### config.mk
export PLATFORM = sky130hd
export DESIGN_NAME = line_edit_buffer
export DESIGN_NICKNAME = d
export VERILOG_FILES = /design/src/design/lebuf_pkg.sv /design/src/design/lebuf_ram.sv /design/src/design/lebuf_ctrl.sv /design/src/design/line_edit_buffer.sv
export SDC_FILE = /design/constraint.sdc
export NUM_CORES = 1
export LEC_CHECK = 0
export ABC_CLOCK_PERIOD_IN_PS = 15300
export BUFFER_PORTS_ARGS = -buffer_cell sky130_fd_sc_hd__buf_2
export CAP_MARGIN = 20
export CORE_UTILIZATION = 43
export DETAILED_ROUTE_END_ITERATION = 8
export HOLD_SLACK_MARGIN = 0.12
export SETUP_SLACK_MARGIN = 0.05
export SLEW_MARGIN = 20
export SYNTH_ARGS = -nofsm -noshare
export SYNTH_HDL_FRONTEND = slang
export SYNTH_SLANG_ARGS = --single-unit
### constraint.sdc
create_clock -name clk_i -period 15.3 [get_ports clk_i]
set_input_delay 2.295 -clock clk_i [delete_from_list [all_inputs] [get_ports clk_i]]
set_output_delay 2.295 -clock clk_i [all_outputs]
set_load 0.02 [all_outputs]
### src/design/lebuf_pkg.sv
// lebuf_pkg: shared widths, command codes and the result record of the line edit buffer
// used by lebuf_ctrl and line_edit_buffer; depends on nothing else
package lebuf_pkg;

  localparam int unsigned LINE_COLUMNS_DEF = 80;

  localparam int unsigned CMD_W  = 4;
  localparam int unsigned CHAR_W = 8;
  localparam int unsigned IDX_W  = 7;
  localparam int unsigned LEN_W  = 7;

  localparam int unsigned IN_DATA_W  = 24;
  localparam int unsigned OUT_DATA_W = 24;

  typedef enum logic [CMD_W-1:0] {
    CMD_INSERT    = 4'd0,
    CMD_BACKSPACE = 4'd1,
    CMD_DELETE    = 4'd2,
    CMD_LEFT      = 4'd3,
    CMD_RIGHT     = 4'd4,
    CMD_HOME      = 4'd5,
    CMD_END       = 4'd6,
    CMD_CLEAR     = 4'd7,
    CMD_READ      = 4'd8
  } cmd_e;

  typedef struct packed {
    logic              changed;
    logic [CHAR_W-1:0] char_out;
    logic [LEN_W-1:0]  cursor_pos;
    logic [LEN_W-1:0]  line_length;
  } res_t;

endpackage

### src/design/lebuf_ram.sv
// lebuf_ram: generic single-clock ram, one write port and one registered read port
// no package dependency
module lebuf_ram #(
  parameter int unsigned WIDTH = 8,
  parameter int unsigned DEPTH = 81
) (
  input  logic                     clk_i,
  input  logic                     we_i,
  input  logic [$clog2(DEPTH)-1:0] waddr_i,
  input  logic [WIDTH-1:0]         wdata_i,
  input  logic [$clog2(DEPTH)-1:0] raddr_i,
  output logic [WIDTH-1:0]         rdata_o
);

  logic [WIDTH-1:0] mem [DEPTH];

  always_ff @(posedge clk_i) begin
    if (we_i) begin
      mem[waddr_i] <= wdata_i;
    end
    rdata_o <= mem[raddr_i];
  end

endmodule

### src/design/lebuf_ctrl.sv
// lebuf_ctrl: command decoder and shift sequencer over the line store ram
// depends on lebuf_pkg; drives one lebuf_ram instance in the top level
module lebuf_ctrl
  import lebuf_pkg::*;
#(
  parameter int unsigned LINE_COLUMNS = LINE_COLUMNS_DEF,
  parameter int unsigned AW           = $clog2(LINE_COLUMNS + 1)
) (
  input  logic              clk_i,
  input  logic              rst_ni,
  input  logic              req_valid_i,
  output logic              req_ready_o,
  input  logic [CMD_W-1:0]  cmd_i,
  input  logic [CHAR_W-1:0] char_i,
  input  logic [IDX_W-1:0]  idx_i,
  output logic              res_valid_o,
  input  logic              res_ready_i,
  output res_t              res_o,
  output logic              ram_we_o,
  output logic [AW-1:0]     ram_waddr_o,
  output logic [CHAR_W-1:0] ram_wdata_o,
  output logic [AW-1:0]     ram_raddr_o,
  input  logic [CHAR_W-1:0] ram_rdata_i
);

  localparam int unsigned CW = (AW > IDX_W) ? AW : IDX_W;
  localparam logic [AW-1:0] LEN_MAX = AW'(LINE_COLUMNS - 1);
  localparam logic [AW-1:0] ONE = AW'(1);

  typedef enum logic [2:0] {
    S_IDLE,
    S_READ,
    S_SHIFT,
    S_DRAIN,
    S_PUT,
    S_DONE
  } state_e;

  state_e            state_q, state_d;
  logic [AW-1:0]     len_q, len_d;
  logic [AW-1:0]     cur_q, cur_d;
  logic [AW-1:0]     src_q, src_d;
  logic [AW-1:0]     stop_q, stop_d;
  logic [AW-1:0]     dst_q, dst_d;
  logic              ins_q, ins_d;
  logic              pend_q, pend_d;
  logic [CHAR_W-1:0] ch_q, ch_d;
  logic [CHAR_W-1:0] chr_q, chr_d;
  logic              chg_q, chg_d;
  cmd_e              cmd;

  assign cmd = cmd_e'(cmd_i);

  always_comb begin
    state_d     = state_q;
    len_d       = len_q;
    cur_d       = cur_q;
    src_d       = src_q;
    stop_d      = stop_q;
    dst_d       = dst_q;
    ins_d       = ins_q;
    pend_d      = pend_q;
    ch_d        = ch_q;
    chr_d       = chr_q;
    chg_d       = chg_q;
    ram_we_o    = 1'b0;
    ram_waddr_o = dst_q;
    ram_wdata_o = ram_rdata_i;
    ram_raddr_o = src_q;
    req_ready_o = 1'b0;
    res_valid_o = 1'b0;

    unique case (state_q)
      S_IDLE: begin
        req_ready_o = 1'b1;
        ram_raddr_o = AW'(idx_i);
        if (req_valid_i) begin
          chr_d   = '0;
          chg_d   = 1'b0;
          pend_d  = 1'b0;
          state_d = S_DONE;
          unique case (cmd)
            CMD_INSERT: begin
              if (len_q < LEN_MAX) begin
                chg_d  = 1'b1;
                len_d  = len_q + ONE;
                cur_d  = cur_q + ONE;
                ch_d   = char_i;
                stop_d = cur_q;
                ins_d  = 1'b1;
                if (cur_q == len_q) begin
                  ram_we_o    = 1'b1;
                  ram_waddr_o = cur_q;
                  ram_wdata_o = char_i;
                end else begin
                  src_d   = len_q - ONE;
                  state_d = S_SHIFT;
                end
              end
            end
            CMD_BACKSPACE: begin
              if (cur_q != '0 && len_q != '0) begin
                chg_d = 1'b1;
                cur_d = cur_q - ONE;
                len_d = len_q - ONE;
                ins_d = 1'b0;
                if (cur_q < len_q) begin
                  src_d   = cur_q;
                  stop_d  = len_q - ONE;
                  state_d = S_SHIFT;
                end
              end
            end
            CMD_DELETE: begin
              if (len_q != '0 && cur_q < len_q) begin
                chg_d = 1'b1;
                len_d = len_q - ONE;
                ins_d = 1'b0;
                if (cur_q + ONE < len_q) begin
                  src_d   = cur_q + ONE;
                  stop_d  = len_q - ONE;
                  state_d = S_SHIFT;
                end
              end
            end
            CMD_LEFT: begin
              if (cur_q != '0) begin
                cur_d = cur_q - ONE;
                chg_d = 1'b1;
              end
            end
            CMD_RIGHT: begin
              if (cur_q < len_q) begin
                cur_d = cur_q + ONE;
                chg_d = 1'b1;
              end
            end
            CMD_HOME: begin
              if (cur_q != '0) begin
                cur_d = '0;
                chg_d = 1'b1;
              end
            end
            CMD_END: begin
              if (cur_q != len_q) begin
                cur_d = len_q;
                chg_d = 1'b1;
              end
            end
            CMD_CLEAR: begin
              chg_d = (len_q != '0) || (cur_q != '0);
              len_d = '0;
              cur_d = '0;
            end
            CMD_READ: begin
              // slots at or above the length read as zero
              if (CW'(idx_i) < CW'(len_q)) begin
                state_d = S_READ;
              end
            end
            default: begin
              state_d = S_DONE;
            end
          endcase
        end
      end
      S_READ: begin
        chr_d   = ram_rdata_i;
        state_d = S_DONE;
      end
      S_SHIFT: begin
        ram_we_o = pend_q;
        pend_d   = 1'b1;
        dst_d    = ins_q ? src_q + ONE : src_q - ONE;
        if (src_q == stop_q) begin
          state_d = S_DRAIN;
        end else begin
          src_d = ins_q ? src_q - ONE : src_q + ONE;
        end
      end
      S_DRAIN: begin
        ram_we_o = 1'b1;
        pend_d   = 1'b0;
        state_d  = ins_q ? S_PUT : S_DONE;
      end
      S_PUT: begin
        ram_we_o    = 1'b1;
        ram_waddr_o = stop_q;
        ram_wdata_o = ch_q;
        state_d     = S_DONE;
      end
      S_DONE: begin
        res_valid_o = 1'b1;
        if (res_ready_i) begin
          state_d = S_IDLE;
        end
      end
      default: begin
        state_d = S_IDLE;
      end
    endcase
  end

  always_ff @(posedge clk_i or negedge rst_ni) begin
    if (!rst_ni) begin
      state_q <= S_IDLE;
      len_q   <= '0;
      cur_q   <= '0;
      src_q   <= '0;
      stop_q  <= '0;
      dst_q   <= '0;
      ins_q   <= 1'b0;
      pend_q  <= 1'b0;
      ch_q    <= '0;
      chr_q   <= '0;
      chg_q   <= 1'b0;
    end else begin
      state_q <= state_d;
      len_q   <= len_d;
      cur_q   <= cur_d;
      src_q   <= src_d;
      stop_q  <= stop_d;
      dst_q   <= dst_d;
      ins_q   <= ins_d;
      pend_q  <= pend_d;
      ch_q    <= ch_d;
      chr_q   <= chr_d;
      chg_q   <= chg_d;
    end
  end

  assign res_o.line_length = LEN_W'(len_q);
  assign res_o.cursor_pos  = LEN_W'(cur_q);
  assign res_o.char_out    = chr_q;
  assign res_o.changed     = chg_q;

endmodule

### src/design/line_edit_buffer.sv
// line_edit_buffer: top level of the editable text line with length and cursor
// depends on lebuf_pkg, lebuf_ram and lebuf_ctrl
//
//   channel  dir  tdata fields (low bit up)                          request
//   s_axis   in   command[3:0] char_in[11:4] read_index[18:12]       one command
//   m_axis   out  line_length[6:0] cursor_pos[13:7] char_out[21:14]  one result
//                 changed[22]
//
// one command at a time; an insert with a tail passes the shift, drain and put states, a
// backspace or delete with a tail the shift and drain states, a read below the length the
// read state; every command then waits in the done state until the output register takes it
// the tail shift moves one byte per cycle through the store ram's single write port
// reset clears length and cursor; slots at or above the length always read as zero
// the output register takes a result while m_axis stalls, and s_axis waits after that
module line_edit_buffer
  import lebuf_pkg::*;
#(
  parameter int unsigned LINE_COLUMNS = LINE_COLUMNS_DEF
) (
  input  logic                  clk_i,
  input  logic                  rst_ni,
  input  logic                  s_axis_tvalid_i,
  output logic                  s_axis_tready_o,
  input  logic [IN_DATA_W-1:0]  s_axis_tdata_i,  // command, char_in, read_index, zero pad
  output logic                  m_axis_tvalid_o,
  input  logic                  m_axis_tready_i,
  output logic [OUT_DATA_W-1:0] m_axis_tdata_o   // line_length, cursor_pos, char_out,
                                                 // changed, zero pad
);

  localparam int unsigned STORE_DEPTH = LINE_COLUMNS + 1;
  localparam int unsigned AW          = $clog2(STORE_DEPTH);

  logic              ram_we;
  logic [AW-1:0]     ram_waddr;
  logic [CHAR_W-1:0] ram_wdata;
  logic [AW-1:0]     ram_raddr;
  logic [CHAR_W-1:0] ram_rdata;
  logic              res_valid;
  logic              res_ready;
  res_t              res;
  logic              out_valid_q;
  res_t              out_q;

  lebuf_ctrl #(
    .LINE_COLUMNS(LINE_COLUMNS),
    .AW          (AW)
  ) u_ctrl (
    .clk_i      (clk_i),
    .rst_ni     (rst_ni),
    .req_valid_i(s_axis_tvalid_i),
    .req_ready_o(s_axis_tready_o),
    .cmd_i      (s_axis_tdata_i[CMD_W-1:0]),
    .char_i     (s_axis_tdata_i[CMD_W+CHAR_W-1:CMD_W]),
    .idx_i      (s_axis_tdata_i[CMD_W+CHAR_W+IDX_W-1:CMD_W+CHAR_W]),
    .res_valid_o(res_valid),
    .res_ready_i(res_ready),
    .res_o      (res),
    .ram_we_o   (ram_we),
    .ram_waddr_o(ram_waddr),
    .ram_wdata_o(ram_wdata),
    .ram_raddr_o(ram_raddr),
    .ram_rdata_i(ram_rdata)
  );

  lebuf_ram #(
    .WIDTH(CHAR_W),
    .DEPTH(STORE_DEPTH)
  ) u_store (
    .clk_i  (clk_i),
    .we_i   (ram_we),
    .waddr_i(ram_waddr),
    .wdata_i(ram_wdata),
    .raddr_i(ram_raddr),
    .rdata_o(ram_rdata)
  );

  assign res_ready = !out_valid_q || m_axis_tready_i;

  always_ff @(posedge clk_i or negedge rst_ni) begin
    if (!rst_ni) begin
      out_valid_q <= 1'b0;
      out_q       <= '0;
    end else if (res_ready) begin
      out_valid_q <= res_valid;
      if (res_valid) begin
        out_q <= res;
      end
    end
  end

  assign m_axis_tvalid_o = out_valid_q;
  assign m_axis_tdata_o  = OUT_DATA_W'(out_q);

endmodule
Word-level counts from Yosys, hierarchy flattened
Memory sizes are Yosys's and may differ from the RTL's. A register that Yosys moved wholly into a read port is not among the register bits.
Cells that the tools add are included.
{ "word_totals": {"register_bits": 81, "ramBits": 648, "output_inout_bits": 26, "n_memories": 1} }
{ "memory_table": {"columns": ["memory", "words", "word_bits", "read_ports", "rd_clocked_by_memory_dff", "wr", "line", "rtl"], "rows": [
  ["u_store.mem", 81, 8, 1, 1, 1, "lebuf_ram.sv:15", "logic [WIDTH-1:0] mem [DEPTH];"]
]} }
{ "classes": {"n_addsub": 6, "n_lt_le_gt_ge": 4, "eq_ne": 36, "n_mux": 77, "n_reduce_logical": 29} }
{ "op_table": {"columns": ["op", "count"], "rows": [
  ["7-bit two-way mux", 29],
  ["7-bit case mux with 7 select lines", 1],
  ["7-bit case mux with 3 select lines", 2],
  ["8-bit two-way mux", 5],
  ["8-bit case mux with 2 select lines", 2],
  ["3-bit two-way mux", 10],
  ["7-bit case mux with 2 select lines", 2],
  ["7-bit case mux with 4 select lines", 1],
  ["7-bit by 1-bit adder with 7-bit output, second input constant", 3],
  ["7-bit < comparator", 3],
  ["7-bit nonzero test", 3],
  ["7-bit by 1-bit subtractor with 7-bit output, second input constant", 3],
  ["2-bit by 1-bit != test with 1-bit output, second input constant", 10],
  ["1-bit two-way mux", 19],
  ["4-bit by 3-bit == test with 1-bit output, second input constant", 4],
  ["3-bit by 2-bit != test with 1-bit output, second input constant", 5],
  ["3-bit case mux with 5 select lines", 1],
  ["7-bit == test", 2],
  ["3-bit case mux with 4 select lines", 1],
  ["6-bit AND reduction", 2],
  ["10-bit AND reduction", 1],
  ["1-bit case mux with 3 select lines", 3],
  ["9-bit AND reduction", 1],
  ["4-bit by 2-bit == test with 1-bit output, second input constant", 2],
  ["other kinds (24)", 37]
]} }

Longest topological paths before layout
Gate-level depths: netlist of the first run.
{ "depth": {"word_depth": 8, "ltp_mapped": 15} }

Modules after synthesis
From an unflattened synthesis of the first run, not the netlist that was laid out.
{ "unflattened": {"cells_unflattened": 1881, "area_unflattened_um2": 31242.5} }
{ "modules_own_cells": {"columns": ["module", "n_inst", "cells_per_inst", "area_per_inst_um2", "seq_area_each_um2"], "rows": [
  ["lebuf_ram", 1, 1245, 25450.7, 19618.8],
  ["lebuf_ctrl", 1, 582, 4773.3, 1426.4],
  ["line_edit_buffer", 1, 54, 1018.5, 600.6]
]} }

Worst setup path after synthesis of the first run
Ideal clock, no wire load.
{ "synth_path": {"path_kind": "input -> register", "start": "in s_axis_tdata_i[3]", "end": "mem u_store.mem[0][0] (data pin)", "setup_time_ns": 0.833, "t_arrival_ns": 7.195, "t_required_ns": 14.467, "setup_slack_ns": 7.272, "stages": 10, "path_buffers": 4, "cell_sequence": "clkbuf_1 -> or2_1 -> clkbuf_1 -> nor3_1 -> and3_1 -> clkbuf_1 -> and2_1 -> clkbuf_1 -> a22oi_1 -> o21ai_0"} }
{ "synth_via": {"elab_chain_len": 4} }
{ "synth_rtl": {"columns": ["item", "line", "rtl"], "rows": [
  ["start, declared", "line_edit_buffer.sv:24", "input logic [IN_DATA_W-1:0] s_axis_tdata_i,"],
  ["4-bit logical NOT", "lebuf_ctrl.sv:82", "unique case (cmd)"],
  ["8-bit two-way mux", "lebuf_ctrl.sv:82", null],
  ["8-bit two-way mux", "lebuf_ctrl.sv:77", "if (req_valid_i) begin"],
  ["8-bit case mux with 2 select lines", "lebuf_ctrl.sv:73", "unique case (state_q)"],
  ["via ram_wdata[0]", "line_edit_buffer.sv:36", "logic [CHAR_W-1:0] ram_wdata;"],
  ["end, declared", "lebuf_ram.sv:15", null]
]} }
The timed path passes the listed nets, and every way through them passes these cells.

Worst setup path after layout of the first run
{ "layout_path": {"start": "in s_axis_tdata_i[3]", "end": "mem u_store.mem[46][2], enable pin"} }
{ "layout_via": {"elab_chain_len": 6} }
{ "layout_rtl": {"columns": ["item", "line", "rtl"], "rows": [
  ["4-bit logical NOT *", "lebuf_ctrl.sv:82", null],
  ["1-bit two-way mux", "lebuf_ctrl.sv:82", null],
  ["1-bit two-way mux", "lebuf_ctrl.sv:77", null],
  ["1-bit case mux with 3 select lines", "lebuf_ctrl.sv:73", null],
  ["1-bit two-way mux", "lebuf_ram.sv:18", "if (we_i) begin"],
  ["1-bit two-way mux (implied by the code)", "lebuf_ram.sv:19", "mem[waddr_i] <= wdata_i;"]
]} }
Every way passes the cells marked *; elsewhere a longest branch is shown, timed or not.

==> reports/metrics.yaml, run 1 <==
status: "finished clean"
grt_first_pass_wirelength_mm: 126
critPathMaxFanout: 11
cts_sinks: 737
switching_power_mw: 2.95
drt-pass1-iter-count: 6
portBuffers: 47
syn_to_final_growth_pct: 12.0
fp.coreArea_um2: 73000
min_period_over_period_pct: 38.6
ys_seq_area_share_pct: 68.2
leakage_nw: 12.7
start_util_pct: 43.5
cp_cell_sequence: "buf_2 -> or2_1 -> nor3_1 -> and3_1 -> o21ai_1 -> a21boi_1 -> nand2_1 -> nor2_1"
gp_congestion: 0.912
hp-class: "flip-flop to flip-flop"
cts_max_level: 3
synth.cell_area_um2: 31700
die_area_um2: 74900
ys_seq_elements: 737
dp_worst_setup_slack_ns: 8.77
drive_gt1_share_pct: 10.2
dp_hpwl_mm: 50.0
die_h_um: 274
seqPwrFrac_pct: 37.3
final_common_cell: "edfxtp_1"
rsz0062_at_grt: "no"
final_util_pct: 48.7
r2r_cells: 9
rows: 99
crit_arrival_ns: 6.15
holdCritStartpoint: "u_ctrl.chr_q[7]"
final.min_clock_period_ns: 5.91
drc: 0
fin_nets: 2650
drtAntennaViolNets: 0
via_per_inst: 5.79
wl_per_cell_um: 23.2
final.setup.tns_ns: 0
grt_usage_pct: 22.5
grt.overflow.total: 0
path_delay_family: "simple AND/OR/NAND/NOR gates"
antenna_found_initial: 0
synth_area_per_cell_um2: 12.2
timing.hold.ws_ns: 0.502
fmax_ghz: 0.169
holdPathStages: 1
p_total_mw: 7.53
setup_violations: 0
pwr-share-comb_pct: 37.0
clock_latency_ns: 0.63
clk_pin_slew_ns: 0.06
cts_tree: "yes"
power_density_nw_per_um2: 212
synth_warnings: 0
drv_slew: 0
via_count: 20900
final_cell_mix: "edfxtp_1 (648), nand2_1 (608), nand3_1 (300), nor2_1 (140), clkbuf_16 (82)"
hold_viol_final: 0
synth_edf_count: 648
drt-total-wl_mm: 83.8
pwr-share-clk_pct: 25.7
cts_setup_buffers: 0
power.internal_mw: 4.58
worstReg2RegStart: "u_ctrl.state_q[2]"
path_buf_inv: 1
hold_path_end: "u_ctrl.chr_q[7]"
swShare_pct: 39.1
synthesis.instances: 2596
die_w_um: 274
vdd_ir_drop_max_uv: 265
cpPeakStageDelay_ns: 1.00
synthArstFlopShare_pct: 11.0
cp_data_required_time_ns: 15.54
grt_pass1_vias: 20100
cp_slowest_cell: "nor2_1"
n_antenna_cell: 0
worstSetupStartpointType: "input port"
root_buffer: "clkbuf_16"
cts_hold_buf: 0
ctsResizeCount: 0
r2r-end: "u_store.rdata_o[1]"
drt_iter0_markers: 2062
fin_worst_skew_ns: 0.0246
clk_path_buf_depth: 3
syn_nets: 2652
cts_buffers: 80
grt_max_degree: 178
ff2ff_setup_slack_ns: 9.78
synthFlopType: "edfxtp_1"
cap_violations: 0
io_pins: 54
fin_ws_ns: 9.39
synth_cell_types: 72
tightest_slew_ns: 1.15
cp-end-kind: "flip-flop"
worstSetupPathType: "input port to flip-flop"
maxSlewHeadroom_pct: 23.0
cell type report:
type | count | area [um2]
Inverter | 23 | 91.3
Timing Repair Buffer | 74 | 469
Multi-Input combinational cell | 1678 | 9530
Tap cell | 959 | 1200
Clock buffer | 101 | 2160
Sequential cell | 737 | 21600
Fill cell | 6342 | 37400
Clock inverter | 44 | 464
worst reg2reg max path, stage by stage, from the launching register on:
cell and delay (ns):
dfrtp_1 0.68, or3_1 0.51, clkinv_4 0.36, mux2_8 0.86, buf_4 0.81, nor3_1 0.38, nand3_1 0.20, nand4_1 0.27
nor4_1 0.90, o311ai_1 0.35
power groups by stage:
stage	clock (mW)	sequential (mW)	combinational, mW
floorplan	0	2.82	1.80
global placement	0	2.84	2.74
detailed placement	0	2.85	2.78
CTS	1.97	2.81	2.79
global route	2.04	2.82	3.03
finish	1.94	2.81	2.79
flip-flops by register name, indices dropped and copies added, names as in the netlist, 3 cells and up:
register         cells
u_store.mem        648
u_ctrl.dst_q         7
u_ctrl.cur_q         7
u_ctrl.stop_q        7
u_ctrl.src_q         7
u_ctrl.ch_q          8
u_store.rdata_o      8
u_ctrl.chr_q         8
m_axis_tdata_o      23
u_ctrl.len_q         7
u_ctrl.state_q       3
how the worst max path moves through the flow:
stage                                  from            endpoint  slack, ns  cells after the start
after floorplan           s_axis_tdata_i[3]   u_store.mem[0][0]       7.27                     10
after global routing      s_axis_tdata_i[3]  u_store.mem[46][2]       9.16                      8
after detailed placement  s_axis_tdata_i[3]  u_store.mem[46][3]       8.77                      8
after CTS                 s_axis_tdata_i[3]  u_store.mem[46][2]       9.40                      8
final                     s_axis_tdata_i[3]  u_store.mem[46][2]       9.39                      8
after global placement    s_axis_tdata_i[3]  u_store.mem[13][3]       9.00                      8
layer usage:
metal  track usage, %  routed length (um)
met1             30.9               35600
met2             34.5               38200
met3             3.84                6250
met4             10.9                3640
met5                0                   0
Yosys cell counts, drive strengths merged, types with 5 or more instances:
cell type	n	area (um2)
o211ai	11	82.6
a211oi	10	75.1
o311ai	7	61.3
a22o	23	201
buf	92	422
a22oi	14	105
dfrtp	81	2030
ha	28	350
a21oi	50	250
nand2	608	2280
mux4	14	315
a221oi	7	61.3
a32oi	5	43.8
nor4	9	56.3
inv	21	78.8
a311oi	11	96.3
nand4	50	313
mux2i	74	753
nor3	23	115
clkbuf	66	248
nand3	300	1500
xor2	11	96.3
nor2b	19	119
o22ai	25	156
a31oi	19	119
nand2b	6	37.5
nor2	140	526
xnor2	19	166
and3	29	181
o21ai	58	290
and2	11	68.8
mux2	44	495
edfxtp	648	19500
a21o	9	67.6
dfxtp	8	160
cell families after synthesis:
logic type	count (synthesis)	synth area share (%)
flops	737	68.2
mux	132	4.93
xor+xnor	30	0.828
compound gates	274	5.76
fa+ha+maj	28	1.10
simple gates	1213	16.8
buf+inv	181	2.40
other cells	1	0.0118
metrics by stage:
stage	instances	instance area, um2
floorplan	2596	31700
global placement	3471	32900
detailed placement	3471	32900
CTS	3616	35500
global route	3616	35600
finish	3616	35600
No activity file was read; power rests on OpenSTA's default activity.
==> run 2: changes to the inputs <==
--- a/config.mk
+++ b/config.mk
@@ -5,7 +5,7 @@
 export SDC_FILE = /design/constraint.sdc
 export NUM_CORES = 1
 export LEC_CHECK = 0
-export ABC_CLOCK_PERIOD_IN_PS = 15300
+export ABC_CLOCK_PERIOD_IN_PS = 5100
 export BUFFER_PORTS_ARGS = -buffer_cell sky130_fd_sc_hd__buf_2
 export CAP_MARGIN = 20
 export CORE_UTILIZATION = 43
==> constraint.sdc (replaced) <==
create_clock -name clk_i -period 5.1 [get_ports clk_i]
set_input_delay 0.765 -clock clk_i [delete_from_list [all_inputs] [get_ports clk_i]]
set_output_delay 0.765 -clock clk_i [all_outputs]
set_load 0.02 [all_outputs]
==> run 2 against run 1 <==
Clock-buffer cell count increased by 11; sequential power increased to 2.9 times the previous value; worst hold slack got worse by 0.32 ns; non-clock buffer count increased by 144; utilization increased by 1.4 points; clock skew about the same; cell count increased by 3.9%; register-to-register slack got worse by 8.9 ns; worst setup slack got worse by 8.5 ns; clock power increased to 2.8 times the previous value; global-route usage increased by 1.1 points; sequential share of layout area decreased by 1.7 points; largest power group is now combinational logic.
==> reports/metrics.yaml, run 2 (synthesized netlist as in run 1, its figures left out) <==
start_util_pct: 43.5  # unchanged
fillers: 6259  # -1.3%
fmax_ghz: 0.237
power_density_nw_per_um2: 626  # +200%
gp_congestion: 0.916  # +0.41%
vdd_ir_drop_max_uv: 377  # +42%
via_count: 21800  # +3.9%
worstSetupStartpointType: "flip-flop"
path_delay_family: "simple AND/OR/NAND/NOR gates"
drive_gt1_share_pct: 14.1  # +4.0 points
cap_violations: 0  # unchanged
ff2ff_setup_slack_ns: 0.87  # -8.91 ns
grt_max_degree: 138  # -22%
fin_nets: 2793  # +5.4%
status: "finished clean"
drc: 0  # unchanged
top_register: "u_store.mem"
critPathMaxFanout: 61  # +50
clk_path_buf_depth: 3  # unchanged
die_w_um: 274  # unchanged
clk_pin_slew_ns: 0.06  # about the same
power.internal_mw: 13.8  # +200%
cts_buffers: 79  # -1.3%
worstSetupPathType: "flip-flop to flip-flop"
fin_worst_skew_ns: 0.0245  # -0.0000847 ns
grt_first_pass_wirelength_mm: 133  # +5.0%
final_util_pct: 50.1  # +1.4 points
drt-total-wl_mm: 88.3  # +5.5%
final.min_clock_period_ns: 4.23
dp_hpwl_mm: 55.7  # +11%
cts_hold_buf: 0  # unchanged
drtAntennaViolNets: 0  # unchanged
layoutNonFillerInstCount: 3758  # +3.9%
antenna_found_initial: 0  # unchanged
grt_usage_pct: 23.6  # +1.1 points
largest_reg_flops: 648  # unchanged
pwr-share-comb_pct: 40.3  # +3.3 points
hold_viol_final: 0  # unchanged
maxSlewHeadroom_pct: 26.6  # +3.6 points
ctsResizeCount: 0  # unchanged
cp_cell_sequence: "or3_1 -> clkinv_4 -> mux2i_4 -> buf_12 -> mux4_2 -> nand2_1 -> nand4_1 -> nor4_1 -> o311ai_1"
final_common_cell: "edfxtp_1"
wl_per_cell_um: 23.5  # +1.5%
n_antenna_cell: 0  # unchanged
cp_slowest_cell: "nor4_1"
io_pins: 54  # unchanged
syn_to_final_growth_pct: 15.2
tightest_slew_ns: 1.09  # -0.0536 ns
hp-class: "input port to async pin"
cts_max_level: 3  # unchanged
cp-end-kind: "flip-flop"
die_h_um: 274  # unchanged
swShare_pct: 39.7  # +0.60 points
r2r_cells: 9  # unchanged
cts_tree: "yes"
grt.overflow.total: 0  # unchanged
drv_slew: 0  # unchanged
final_cell_mix: "edfxtp_1 (648), nand2_1 (608), nand3_1 (300), buf_4 (157), nor2_1 (140)"
rsz0062_at_grt: "no"
post-place-cells: 3615  # +4.1%
switching_power_mw: 9.10  # +210%
cts_sinks: 737  # unchanged
setup_violations: 0  # unchanged
rows: 99  # unchanged
fp.coreArea_um2: 73000  # unchanged
dp_worst_setup_slack_ns: 0.889  # -7.89 ns
drt_iter0_markers: 2193  # +6.4%
die_area_um2: 74900  # unchanged
r2r-end: "u_store.rdata_o[7]"
clock_latency_ns: 0.63  # about the same
min_period_over_period_pct: 82.9
pwr-share-clk_pct: 23.6  # -2.1 points
cts_setup_buffers: 0  # unchanged
seqPwrFrac_pct: 36.1  # -1.2 points
cpPeakStageDelay_ns: 0.61  # -0.39 ns
path_buf_inv: 2  # +1
grt_pass1_vias: 21100  # +5.0%
crit_arrival_ns: 4.70  # -1.45 ns
final.setup.tns_ns: 0  # unchanged
timing.hold.ws_ns: 0.179  # -0.323 ns
fin_ws_ns: 0.873  # -8.51 ns
leakage_nw: 13.3  # +5.5%
via_per_inst: 5.79  # about the same
worstReg2RegStart: "u_ctrl.state_q[0]"
root_buffer: "clkbuf_16"
portBuffers: 47  # unchanged
drt-pass1-iter-count: 6  # unchanged
cp_data_required_time_ns: 5.57  # -9.97 ns
==> run 2: cell types whose count changed in the layout (fill, tap and decap cells not counted), sizes merged <==
cell      before  now
buf           74  218
bufinv         9    3
clkbuf       101  112
clkinv        30   23
clkinvlp       4    0
inv           24   28
==> run 2: cell type report <==
class                      count  area, um2  share of cell area, %
sequential                   737      21600                   59.2
multi-input combinational   1678       9520                   26.0
clock buffer                 112       2120                   5.80
timing repair buffer         218       1710                   4.67
tap                          959       1200                   3.28
clock inverter                31        287                  0.784
inverter                      23       91.3                  0.250
==> run 2: power groups by stage <==
stage	sequential, mW	clock [mW]	combinational, mW
finish	8.25	5.41	9.22
global route	8.29	5.73	9.91
CTS	8.25	5.50	9.17
detailed placement	8.37	0	9.14
global placement	8.36	0	8.98
floorplan	8.34	0	5.44
==> run 2: per-stage QoR <==
step | power [mW] | cell area [um2]
after floorplan | 13.8 | 31800
after global placement | 17.3 | 34100
after detailed placement | 17.5 | 34200
after CTS | 22.9 | 36600
after global routing | 23.9 | 36600
final | 22.9 | 36600
==> run 2: worst max path at each step <==
| stage | cells past startpoint | to | startpoint | slack, ns |
|---|---|---|---|---|
| final | 9 | u_store.rdata_o[7] | u_ctrl.state_q[0] | 0.87 |
| after global routing | 10 | u_store.rdata_o[3] | u_ctrl.state_q[0] | 0.69 |
| after CTS | 10 | u_store.rdata_o[2] | u_ctrl.state_q[0] | 0.87 |
| after detailed placement | 9 | u_store.rdata_o[7] | u_ctrl.state_q[0] | 0.89 |
| after global placement | 9 | u_store.rdata_o[7] | u_ctrl.state_q[0] | 0.94 |
| after floorplan | 8 | u_store.mem[0][7] | s_axis_tdata_i[3] | 0.06 |
==> run 2: metal layers <==
layer  part of all wire (%)  global-route usage, %  vias to the layer above
met4                    3.6                   9.35                        0
met5                      0                      0                        -
li1                       -                      -                     9814
met3                    6.8                   3.43                      170
met1                     43                   32.3                    10900
met2                     47                   37.9                      892
==> run 3: changes to the inputs <==
--- a/config.mk
+++ b/config.mk
@@ -5,7 +5,7 @@
 export SDC_FILE = /design/constraint.sdc
 export NUM_CORES = 1
 export LEC_CHECK = 0
-export ABC_CLOCK_PERIOD_IN_PS = 5100
+export ABC_CLOCK_PERIOD_IN_PS = 4300
 export BUFFER_PORTS_ARGS = -buffer_cell sky130_fd_sc_hd__buf_2
 export CAP_MARGIN = 20
 export CORE_UTILIZATION = 43
==> constraint.sdc (replaced) <==
create_clock -name clk_i -period 4.3 [get_ports clk_i]
set_input_delay 0.645 -clock clk_i [delete_from_list [all_inputs] [get_ports clk_i]]
set_output_delay 0.645 -clock clk_i [all_outputs]
set_load 0.02 [all_outputs]
==> run 3 against run 2 <==
Largest cell class unchanged; cell area up 0.49%; worst setup slack worse by 0.44 ns; critical path depth rose by 1; clock skew shrank 0.00075 ns; combinational power rose by 18%; cell count up 0.40%; clock power grew 21%; via count decreased by 0.97%; clock-buffer cell count decreased by 16; critical path type unchanged.
==> reports/metrics.yaml, run 3 (synthesized netlist as in run 1, its figures left out) <==
dp_hpwl_mm: 56.2  # +0.85%
die_area_um2: 74900  # unchanged
fin_worst_skew_ns: 0.0238  # -0.000747 ns
clk_path_buf_depth: 3  # unchanged
timing.hold.ws_ns: 0.0565  # -0.122 ns
cap_violations: 0  # unchanged
r2r_cells: 10  # +1
drc: 0  # unchanged
drt-total-wl_mm: 87.8  # -0.56%
wl_per_cell_um: 23.3  # -0.96%
layoutNonFillerInstCount: 3773  # +0.40%
fp.coreArea_um2: 73000  # unchanged
post-place-cells: 3628  # +0.36%
r2r-end: "u_store.rdata_o[5]"
cp_slowest_cell: "nor3_1"
cts_buffers: 78  # -1.3%
hold_viol_final: 0  # unchanged
ctsResizeCount: 0  # unchanged
drtAntennaViolNets: 0  # unchanged
portBuffers: 47  # unchanged
status: "finished clean"
die_h_um: 274  # unchanged
largest_reg_flops: 648  # unchanged
ff2ff_setup_slack_ns: 0.43  # -0.44 ns
worstSetupStartpointType: "flip-flop"
cts_setup_buffers: 0  # unchanged
leakage_nw: 13.4  # +0.73%
drt-pass1-iter-count: 6  # unchanged
critPathMaxFanout: 17  # -72%
grt_max_degree: 86  # -38%
antenna_found_initial: 0  # unchanged
rows: 99  # unchanged
top_register: "u_store.mem"
grt.overflow.total: 0  # unchanged
via_per_inst: 5.71  # -1.4%
syn_to_final_growth_pct: 15.7
worstSetupPathType: "flip-flop to flip-flop"
fin_nets: 2805  # +0.43%
grt_first_pass_wirelength_mm: 131  # -0.86%
cp_data_required_time_ns: 4.78  # -0.79 ns
worstReg2RegStart: "u_ctrl.state_q[2]"
start_util_pct: 43.5  # unchanged
multi_input_area_um2: 9520  # about the same
ff_latch_area_um2: 21600  # unchanged
cts_tree: "yes"
grt_usage_pct: 23.4  # -0.24 points
final_common_cell: "edfxtp_1"
clock_latency_ns: 0.63  # about the same
final_cell_mix: "edfxtp_1 (648), nand2_1 (608), nand3_1 (300), buf_4 (167), nor2_1 (140)"
tightest_slew_ns: 1.10  # +0.00404 ns
cpPeakStageDelay_ns: 0.88  # +0.27 ns
fmax_ghz: 0.258  # +9.3%
cp-end-kind: "flip-flop"
gp_congestion: 0.958  # +4.6%
hp-class: "input port to async pin"
min_period_over_period_pct: 90.0  # +7.1 points
root_buffer: "clkbuf_16"
vdd_ir_drop_max_uv: 487  # +29%
clk_pin_slew_ns: 0.06  # about the same
maxSlewHeadroom_pct: 26.7  # about the same
path_buf_inv: 2  # unchanged
io_pins: 54  # unchanged
power_density_nw_per_um2: 743  # +19%
drive_gt1_share_pct: 14.7  # +0.53 points
die_w_um: 274  # unchanged
drt_iter0_markers: 2267  # +3.4%
setup_violations: 0  # unchanged
fillers: 6262  # +0.048%
final.min_clock_period_ns: 3.87  # -0.358 ns
drv_slew: 0  # unchanged
cp_cell_sequence: "or3_1 -> clkinv_4 -> mux2_2 -> nand2_1 -> nor3_1 -> nand3_1 -> nand4_1 -> nor4_1 -> buf_4 -> o311ai_1"
cts_sinks: 737  # unchanged
final.setup.tns_ns: 0  # unchanged
via_count: 21500  # -0.97%
grt_pass1_vias: 20900  # -1.1%
crit_arrival_ns: 4.35  # -0.35 ns
rsz0062_at_grt: "no"
path_delay_family: "simple AND/OR/NAND/NOR gates"
cts_max_level: 3  # unchanged
cts_hold_buf: 0  # unchanged
-- run 3: changes by cell type in the layout (fill, tap and decap cells not counted), moves of 3 or more --
cell        delta
clkbuf_1      -14
buf_4         +10
clkinv_1      +10
buf_12         +4
bufinv_16      +4
clkinv_2       +4
clkinvlp_4     +3
-- run 3: how the worst max path moves through the flow --
stage / start / depth (start not counted) / endpoint / slack [ns]
3_5_place_dp: u_ctrl.state_q[2] / 8 / u_store.rdata_o[4] / 0.54
2_1_floorplan: s_axis_tdata_i[3] / 10 / u_store.mem[0][0] / 0.28
6_report: u_ctrl.state_q[2] / 10 / u_store.rdata_o[5] / 0.43
3_3_place_gp: u_ctrl.state_q[2] / 10 / u_store.rdata_o[5] / 0.54
4_1_cts: u_ctrl.state_q[2] / 8 / u_store.rdata_o[4] / 0.52
5_1_grt: u_ctrl.len_q[6] / 12 / u_store.mem[10][0] / 0.27
-- run 3: power by group --
part / total [mW] / switching (mW) / leakage [nW] / internal [mW]
sequential: 9.85 / 0.474 / 6.99 / 9.38
clock: 6.53 / 2.74 / 1.19 / 3.79
combinational: 10.9 / 7.48 / 5.26 / 3.45
-- run 3: per-stage QoR --
stage          utilization [%]  total power [mW]  cell area (um2)  setup slack (ns)
2_1_floorplan                -              16.3            31800             0.283
3_3_place_gp              47.0              20.6            34300             0.537
3_5_place_dp              47.0              20.9            34300             0.541
4_1_cts                   50.4              27.4            36700             0.518
5_1_grt                   50.4              28.5            36700             0.270
6_report                  50.4              27.3            36700             0.431
-- run 3: final cells by class --
class / count / share of cell area [%]
Multi-Input combinational cell: 1678 / 25.9
Tap cell: 959 / 3.27
Inverter: 23 / 0.249
Clock inverter: 48 / 1.13
Timing Repair Buffer: 231 / 4.99
Sequential cell: 737 / 58.9
Clock buffer: 96 / 5.55
Antenna cell: 1 / 0.00681
-- run 3: metal layers --
metal / vias to the layer above / wire length [um] / part of all wire [%] / GRT usage [%]
met5: - / 0 / 0 / 0
met4: 0 / 3160 / 3.6 / 9.35
met3: 167 / 5550 / 6.3 / 3.38
met2: 812 / 41700 / 47 / 37.8
met1: 10700 / 37500 / 43 / 31.7
li1: 9843 / - / - / -
